File: config.mk
export PLATFORM = sky130hd
export DESIGN_NAME = rf_remote_pulse_width_decoder
export DESIGN_NICKNAME = d
export VERILOG_FILES = /design/src/sv/rfpwd_pkg.sv /design/src/sv/rf_remote_pulse_width_decoder.sv
export SDC_FILE = /design/constraint.sdc
export NUM_CORES = 1
export LEC_CHECK = 0
export BUFFER_PORTS_ARGS = -buffer_cell sky130_fd_sc_hd__buf_2
export CAP_MARGIN = 20
export CORE_ASPECT_RATIO = 0.7
export CORE_MARGIN = 2
export CORE_UTILIZATION = 55
export DETAILED_ROUTE_END_ITERATION = 6
export PLACE_DENSITY = 0.86
export SYNTH_ARGS = -nofsm -noshare
export SYNTH_HDL_FRONTEND = slang
export SYNTH_SLANG_ARGS = --single-unit
File: constraint.sdc
create_clock -name clk -period 3.15 [get_ports clk]
set_input_delay 0.1575 -clock clk [delete_from_list [all_inputs] [get_ports clk]]
set_output_delay 0.1575 -clock clk [all_outputs]
set_load 0.02 [all_outputs]
File: src/sv/rfpwd_pkg.sv
package rfpwd_pkg;

  // Field and register widths
  localparam int CODE_W    = 25;
  localparam int CFG_W     = 16;
  localparam int CFG_IDX_W = 2;

  // Register indexes
  localparam logic [CFG_IDX_W-1:0] REG_SYNC_TIMEOUT = 2'd0;
  localparam logic [CFG_IDX_W-1:0] REG_SYNC_MIN     = 2'd1;
  localparam logic [CFG_IDX_W-1:0] REG_ONE_MAX      = 2'd2;
  localparam logic [CFG_IDX_W-1:0] REG_GAP_TIMEOUT  = 2'd3;

  // Register reset values
  localparam logic [CFG_W-1:0] SYNC_TIMEOUT_RST = 16'd200;
  localparam logic [CFG_W-1:0] SYNC_MIN_RST     = 16'd50;
  localparam logic [CFG_W-1:0] ONE_MAX_RST      = 16'd30;
  localparam logic [CFG_W-1:0] GAP_TIMEOUT_RST  = 16'd1500;

  // Input item kinds
  localparam logic KIND_TICK  = 1'b0;
  localparam logic KIND_START = 1'b1;

  // Result status codes
  localparam logic STATUS_FRAME      = 1'b0;
  localparam logic STATUS_SHORT_SYNC = 1'b1;

  typedef struct packed {
    logic kind;
    logic pin_level;
  } in_t;

  typedef struct packed {
    logic [CODE_W-1:0] code;
    logic              status;
  } out_t;

endpackage

File: src/sv/rf_remote_pulse_width_decoder.sv
// Pulse-width RF remote decoder. Takes one item per clock cycle, back to back: either a
// start request or one pin sample per microsecond tick. Each item goes through one pass
// of phase logic (sync, high, gap) and a saturating phase counter, and any result (a
// decoded frame, or the last stored code flagged as a short sync) lands in an output
// register on the cycle after the transfer. Input stalls only while that output
// register holds a result that the consumer is stalling. Frames are FRAME_BITS long,
// MSB first; code shows the low 25 bits. Write the timing registers only while idle.
module rf_remote_pulse_width_decoder #(
  parameter int FRAME_BITS  = 25,
  parameter int COUNT_WIDTH = 16
) (
  input  logic                                clk,
  input  logic                                rst,
  input  logic                                in_valid,
  output logic                                in_stall,
  input  rfpwd_pkg::in_t                      in_data,
  output logic                                out_valid,
  input  logic                                out_stall,
  output rfpwd_pkg::out_t                     out_data,
  input  logic                                cfg_we,
  input  logic [rfpwd_pkg::CFG_IDX_W-1:0]     cfg_index,
  input  logic [rfpwd_pkg::CFG_W-1:0]         cfg_data
);

  localparam int CODE_W = rfpwd_pkg::CODE_W;
  localparam int CFG_W  = rfpwd_pkg::CFG_W;
  localparam int BIT_W  = (FRAME_BITS > 1) ? $clog2(FRAME_BITS) : 1;
  localparam int CMP_W  = (COUNT_WIDTH > CFG_W) ? COUNT_WIDTH : CFG_W;
  localparam logic [BIT_W-1:0]       LAST_BIT = BIT_W'(FRAME_BITS - 1);
  localparam logic [COUNT_WIDTH-1:0] CNT_MAX  = {COUNT_WIDTH{1'b1}};
  localparam logic [COUNT_WIDTH-1:0] CNT_ONE  = COUNT_WIDTH'(1);

  typedef enum logic [1:0] {
    PH_IDLE = 2'd0,
    PH_SYNC = 2'd1,
    PH_HIGH = 2'd2,
    PH_GAP  = 2'd3
  } phase_t;

  // Timing registers
  logic [CFG_W-1:0] sync_timeout;
  logic [CFG_W-1:0] sync_min;
  logic [CFG_W-1:0] one_max;
  logic [CFG_W-1:0] gap_timeout;

  // Decoder state
  phase_t                  phase, phase_next;
  logic [COUNT_WIDTH-1:0]  phase_count, phase_count_next;
  logic [BIT_W-1:0]        bit_index, bit_index_next;
  logic [FRAME_BITS-1:0]   shift_bits, shift_bits_next;
  logic [CODE_W-1:0]       stored_code, stored_code_next;

  logic              in_xfer;
  logic              res_valid;
  logic              res_status;
  logic [CMP_W-1:0]  cnt_ext;
  logic [CFG_W-1:0]  sync_eff;
  logic [CFG_W-1:0]  gap_eff;
  logic [COUNT_WIDTH-1:0] cnt_inc;
  logic              cnt_below_one;

  assign in_stall = out_valid & out_stall;
  assign in_xfer  = in_valid & ~in_stall;

  // Zero timeout acts as one
  assign sync_eff = (sync_timeout == '0) ? CFG_W'(1) : sync_timeout;
  assign gap_eff  = (gap_timeout == '0) ? CFG_W'(1) : gap_timeout;

  assign cnt_ext       = CMP_W'(phase_count);
  assign cnt_inc       = (phase_count == CNT_MAX) ? CNT_MAX : phase_count + CNT_ONE;
  assign cnt_below_one = cnt_ext < CMP_W'(one_max);

  // One pass of phase logic per item; the ending sample is handed to the next phase
  always_comb begin
    logic enter_high;
    logic [FRAME_BITS-1:0] base;
    enter_high       = 1'b0;
    base             = shift_bits;
    phase_next       = phase;
    phase_count_next = phase_count;
    bit_index_next   = bit_index;
    shift_bits_next  = shift_bits;
    stored_code_next = stored_code;
    res_valid        = 1'b0;
    res_status       = rfpwd_pkg::STATUS_FRAME;
    if (in_data.kind == rfpwd_pkg::KIND_START) begin
      phase_next       = PH_SYNC;
      phase_count_next = '0;
      bit_index_next   = '0;
      shift_bits_next  = '0;
    end else begin
      case (phase)
        PH_IDLE: begin
        end
        PH_SYNC: begin
          if (!in_data.pin_level && cnt_ext < CMP_W'(sync_eff)) begin
            phase_count_next = cnt_inc;
          end else if (cnt_ext <= CMP_W'(sync_min)) begin
            phase_next       = PH_IDLE;
            phase_count_next = '0;
            res_valid        = 1'b1;
            res_status       = rfpwd_pkg::STATUS_SHORT_SYNC;
          end else begin
            enter_high     = 1'b1;
            base           = '0;
            bit_index_next = '0;
          end
        end
        PH_HIGH: begin
          if (in_data.pin_level) begin
            phase_count_next = cnt_inc;
          end else begin
            shift_bits_next  = (shift_bits << 1) | FRAME_BITS'(cnt_below_one);
            phase_next       = PH_GAP;
            phase_count_next = CNT_ONE;
          end
        end
        PH_GAP: begin
          if (!in_data.pin_level && cnt_ext < CMP_W'(gap_eff)) begin
            phase_count_next = cnt_inc;
          end else if (bit_index == LAST_BIT) begin
            stored_code_next = CODE_W'(shift_bits);
            phase_next       = PH_IDLE;
            phase_count_next = '0;
            bit_index_next   = '0;
            res_valid        = 1'b1;
            res_status       = rfpwd_pkg::STATUS_FRAME;
          end else begin
            enter_high     = 1'b1;
            bit_index_next = bit_index + BIT_W'(1);
          end
        end
        default: begin
        end
      endcase
      // Start a high phase with the ending sample; a low sample closes it at once
      if (enter_high) begin
        if (in_data.pin_level) begin
          shift_bits_next  = base;
          phase_next       = PH_HIGH;
          phase_count_next = CNT_ONE;
        end else begin
          shift_bits_next  = (base << 1) | FRAME_BITS'(one_max != '0);
          phase_next       = PH_GAP;
          phase_count_next = CNT_ONE;
        end
      end
    end
  end

  // Hold configuration, advance state on each transfer, load the result register
  always_ff @(posedge clk) begin
    if (rst) begin
      sync_timeout <= rfpwd_pkg::SYNC_TIMEOUT_RST;
      sync_min     <= rfpwd_pkg::SYNC_MIN_RST;
      one_max      <= rfpwd_pkg::ONE_MAX_RST;
      gap_timeout  <= rfpwd_pkg::GAP_TIMEOUT_RST;
      phase        <= PH_IDLE;
      phase_count  <= '0;
      bit_index    <= '0;
      shift_bits   <= '0;
      stored_code  <= '0;
      out_valid    <= 1'b0;
    end else begin
      if (cfg_we) begin
        case (cfg_index)
          rfpwd_pkg::REG_SYNC_TIMEOUT: sync_timeout <= cfg_data;
          rfpwd_pkg::REG_SYNC_MIN:     sync_min     <= cfg_data;
          rfpwd_pkg::REG_ONE_MAX:      one_max      <= cfg_data;
          rfpwd_pkg::REG_GAP_TIMEOUT:  gap_timeout  <= cfg_data;
          default: begin
          end
        endcase
      end
      if (in_xfer) begin
        phase       <= phase_next;
        phase_count <= phase_count_next;
        bit_index   <= bit_index_next;
        shift_bits  <= shift_bits_next;
        stored_code <= stored_code_next;
      end
      // Drop a taken result; load a new one when the item produces it
      if (in_xfer) begin
        out_valid <= res_valid;
      end else if (!out_stall) begin
        out_valid <= 1'b0;
      end
    end
  end

  // Result payload, loaded only with a new result
  always_ff @(posedge clk) begin
    if (in_xfer && res_valid) begin
      out_data.code   <= stored_code_next;
      out_data.status <= res_status;
    end
  end

endmodule

==> results by group <==
STA
  – Finish-stage setup viols: 0
  – Max frequency: 324 MHz
  – Hold_ws: 5.95 ps
  – Fin crit share: 98.0%
  – Slew @ Worst Pin: 832 ps
  – Slew headroom: 44.5%
  – Final Hold Fails: 0
  – Min cycle time layout: 3090 ps
  – Max Slew Vio Count: 0
  – Setup Skew: 10.7 ps

Floorplan
  – Die Width: 150 um
  – DIE HEIGHT: 106 um
  – Core box area: 14,700 um2
  – # IOs: 53
  – Die area: 16,000 um2
  – # rows: 37
  – Starting density of the core: 56.2%

Outcome
  – Status: complete, no violations

Place
  – Placed cell areas: 8800 um2
  – Final HPWL DP: 15,800 um
  – Port Buf Inserts: 52
  – Placed Cells: 1,145
  – RePlAce Congestion: 0.940

Synth
  – Synth area leaders: dfxtp_1, ha_1, edfxtp_1, nand2_1, a21oi_1
  – Async S/R FF share, synth: 0%
  – Post-synth top area share: 33.5%
  – Synth cell count leaders: nand2_1, dfxtp_1, a21oi_1, inv_1, ha_1
  – Cell area after synthesis: 8250 um2
  – Main synth FF type: dfxtp_1
  – Post-synth EDFFs: 26
  – Count leader, synth: nand2_1
  – Dominant cell type by area after synthesis: dfxtp_1
  – Ys Warns: 0
  – Count of different cell masters after synthesis: 59
  – Post-Syn Nets: 1,004
  – Syn Area/Cell: 9.04 um2
  – Syn Inst Count: 912
  – Post-synthesis register bit count: 164
  – Sequential cell area fraction in the yosys report: 43.0%

Critical path
  – Critical path origin: cnt_ext[14]
  – CP Max Fanout: 7
  – CP Class: reg -> reg
  – Crit path arrival time: 3410 ps
  – Startpoint class of the critical path: flop
  – Worst endpoint required time: 3480 ps
  – CP endpoint kind: flop
  – Worst flop-to-flop path startpoint: cnt_ext[14]

Final layout
  – Share of post-route cells with drive strength above 1: 16.5%
  – Finished Cell Area: 9520 um2
  – Filler cells: 1,105
  – Number of diodes: 0
  – Non-Filler Instances: 1,186
  – Area grow syn2layout: 15.4%
  – Final Net Count: 1,070
  – Layout Utilization: 64.9%

CTS
  – CTS sink cnt: 164
  – H-tree level count: 4
  – Num CTS Buffers: 17
  – CTS tree: built
  – Root Buffer Master: clkbuf_16
  – Clock Tree Buf Depth: 2
  – Clock-pin slew on the worst setup and hold paths: 70 ps
  – Worst skew pair latency: 440 ps

Route
  – WL/cell: 18.6 um
  – Routed WL: 22,000 um
  – Number of detailed-route iterations in the first pass: 6
  – First DRT Iteration DRCs: 848
  – DRC viols: 0
  – Vias per cell: 6.08
  – DR vias: 7,210
  – Final ANT Viol Nets: 0

Power
  – Tot Pwr: 4.61 mW
  – Peak VDD IR: 395 uV
  – Power Density: 484 nW/um2
  – Lkg Pwr: 3.68 nW

Global route
  – Vias in the first global route: 6,928
  – Initial antenna violation count: 0
  – Grt ovf: 0
  – First-pass GRT wire length: 35,500 um
  – Largest net degree at the start of global routing: 40
  – Total Routing Usage GR: 28.6%

Min path
  – HP Class: in -> reg
  – Hold path startpoint: cfg_data[10]

Flow run
  – Max Cap Violations: 0
-- cell type report --
cell class | instances | area, um2 | area share (%)
multi-input cells | 626 | 4230 | 44.5
flip-flops and latches | 164 | 3540 | 37.2
repair buffers | 88 | 596 | 6.26
clock buffers | 18 | 429 | 4.51
inverters | 81 | 304 | 3.19
well taps | 195 | 244 | 2.56
clock inverters | 14 | 168 | 1.76
-- worst paths after layout --
path / endpoint / slack [ps] / depth (start not counted)
max reg2reg: phase[1] / 60 / 10
min: one_max[10] / 6 / 3
min reg2reg: sync_min[15] / 460 / 2
max: phase[1] / 60 / 10
-- kinds of logic (layout without fill, tap and decap cells) --
kind of cell | Yosys count | count (layout) | synth area share (%)
AND/OR/NAND/NOR | 297 | 297 | 16.6
AO/OA/AOI/OAI | 210 | 210 | 17.4
flip-flops | 164 | 164 | 43.0
buffers and inverters | 122 | 201 | 6.19
adder cells (fa/ha/maj) | 67 | 67 | 10.2
multiplexers | 52 | 52 | 6.69
-- layout by cell type (no fill, tap or decap), types with 18 or more instances in the layout --
master,netlist,final
mux2_2,25,25
dfxtp_1,138,137
mux2i_1,27,27
edfxtp_1,26,26
buf_2,6,52
a22o_1,24,24
nand2_1,146,146
nor2_1,43,43
buf_4,4,26
inv_1,81,81
o211ai_1,20,20
nand3_1,18,18
ha_1,67,67
a21oi_1,88,87
o21ai_0,24,24
-- through the flow --
stage                     setup WS [ps]  setup TNS, ps
after floorplan                    90.7              0
after global routing              -20.7          -20.7
final                              63.7              0
after CTS                          96.7              0
after global placement              213              0
after detailed placement            113              0
-- worst max-delay path, cell delays in order (launching register included) --
cell      delay [ps]
dfxtp_1          370
buf_4            180
ha_1             280
o21ai_0           80
o21ai_1          430
nor3_2           150
a211oi_1         500
inv_1            240
a31oi_1          320
o21ai_0          130
a32o_1           280
-- where the power goes --
| group | total, mW | switching, mW | internal [mW] |
|---|---|---|---|
| combinational | 0.309 | 0.206 | 0.102 |
| sequential | 2.18 | 0.0261 | 2.16 |
| clock | 2.12 | 0.924 | 1.19 |
-- sequential cells by signal, indices dropped and copies added (netlist names), 5 cells and up --
name / count
sync_min: 16
shift_bits: 25
stored_code: 25
gap_timeout: 16
cnt_ext: 16
one_max: 16
bit_index: 5
out_data: 26
sync_timeout: 16
-- what timing repair did --
action | in CTS | in global routing
endpoints found under the hold margin | 11 | 0
hold buffers | 6 | 0
buffers inserted | 0 | 3
endpoints found under the setup margin | 0 | 43
resized for setup | 0 | 7
-- per-layer routing --
| metal | global-route usage, % | up-vias | part of all wire, % |
|---|---|---|---|
| met1 | 39.8 | 3426 | 44 |
| li1 | - | 3380 | - |
| met5 | 0 | - | 0 |
| met4 | 9.97 | 0 | 2.0 |
| met3 | 7.81 | 44 | 10 |
| met2 | 42.7 | 360 | 43 |
No activity file was read; power rests on OpenSTA's default activity.
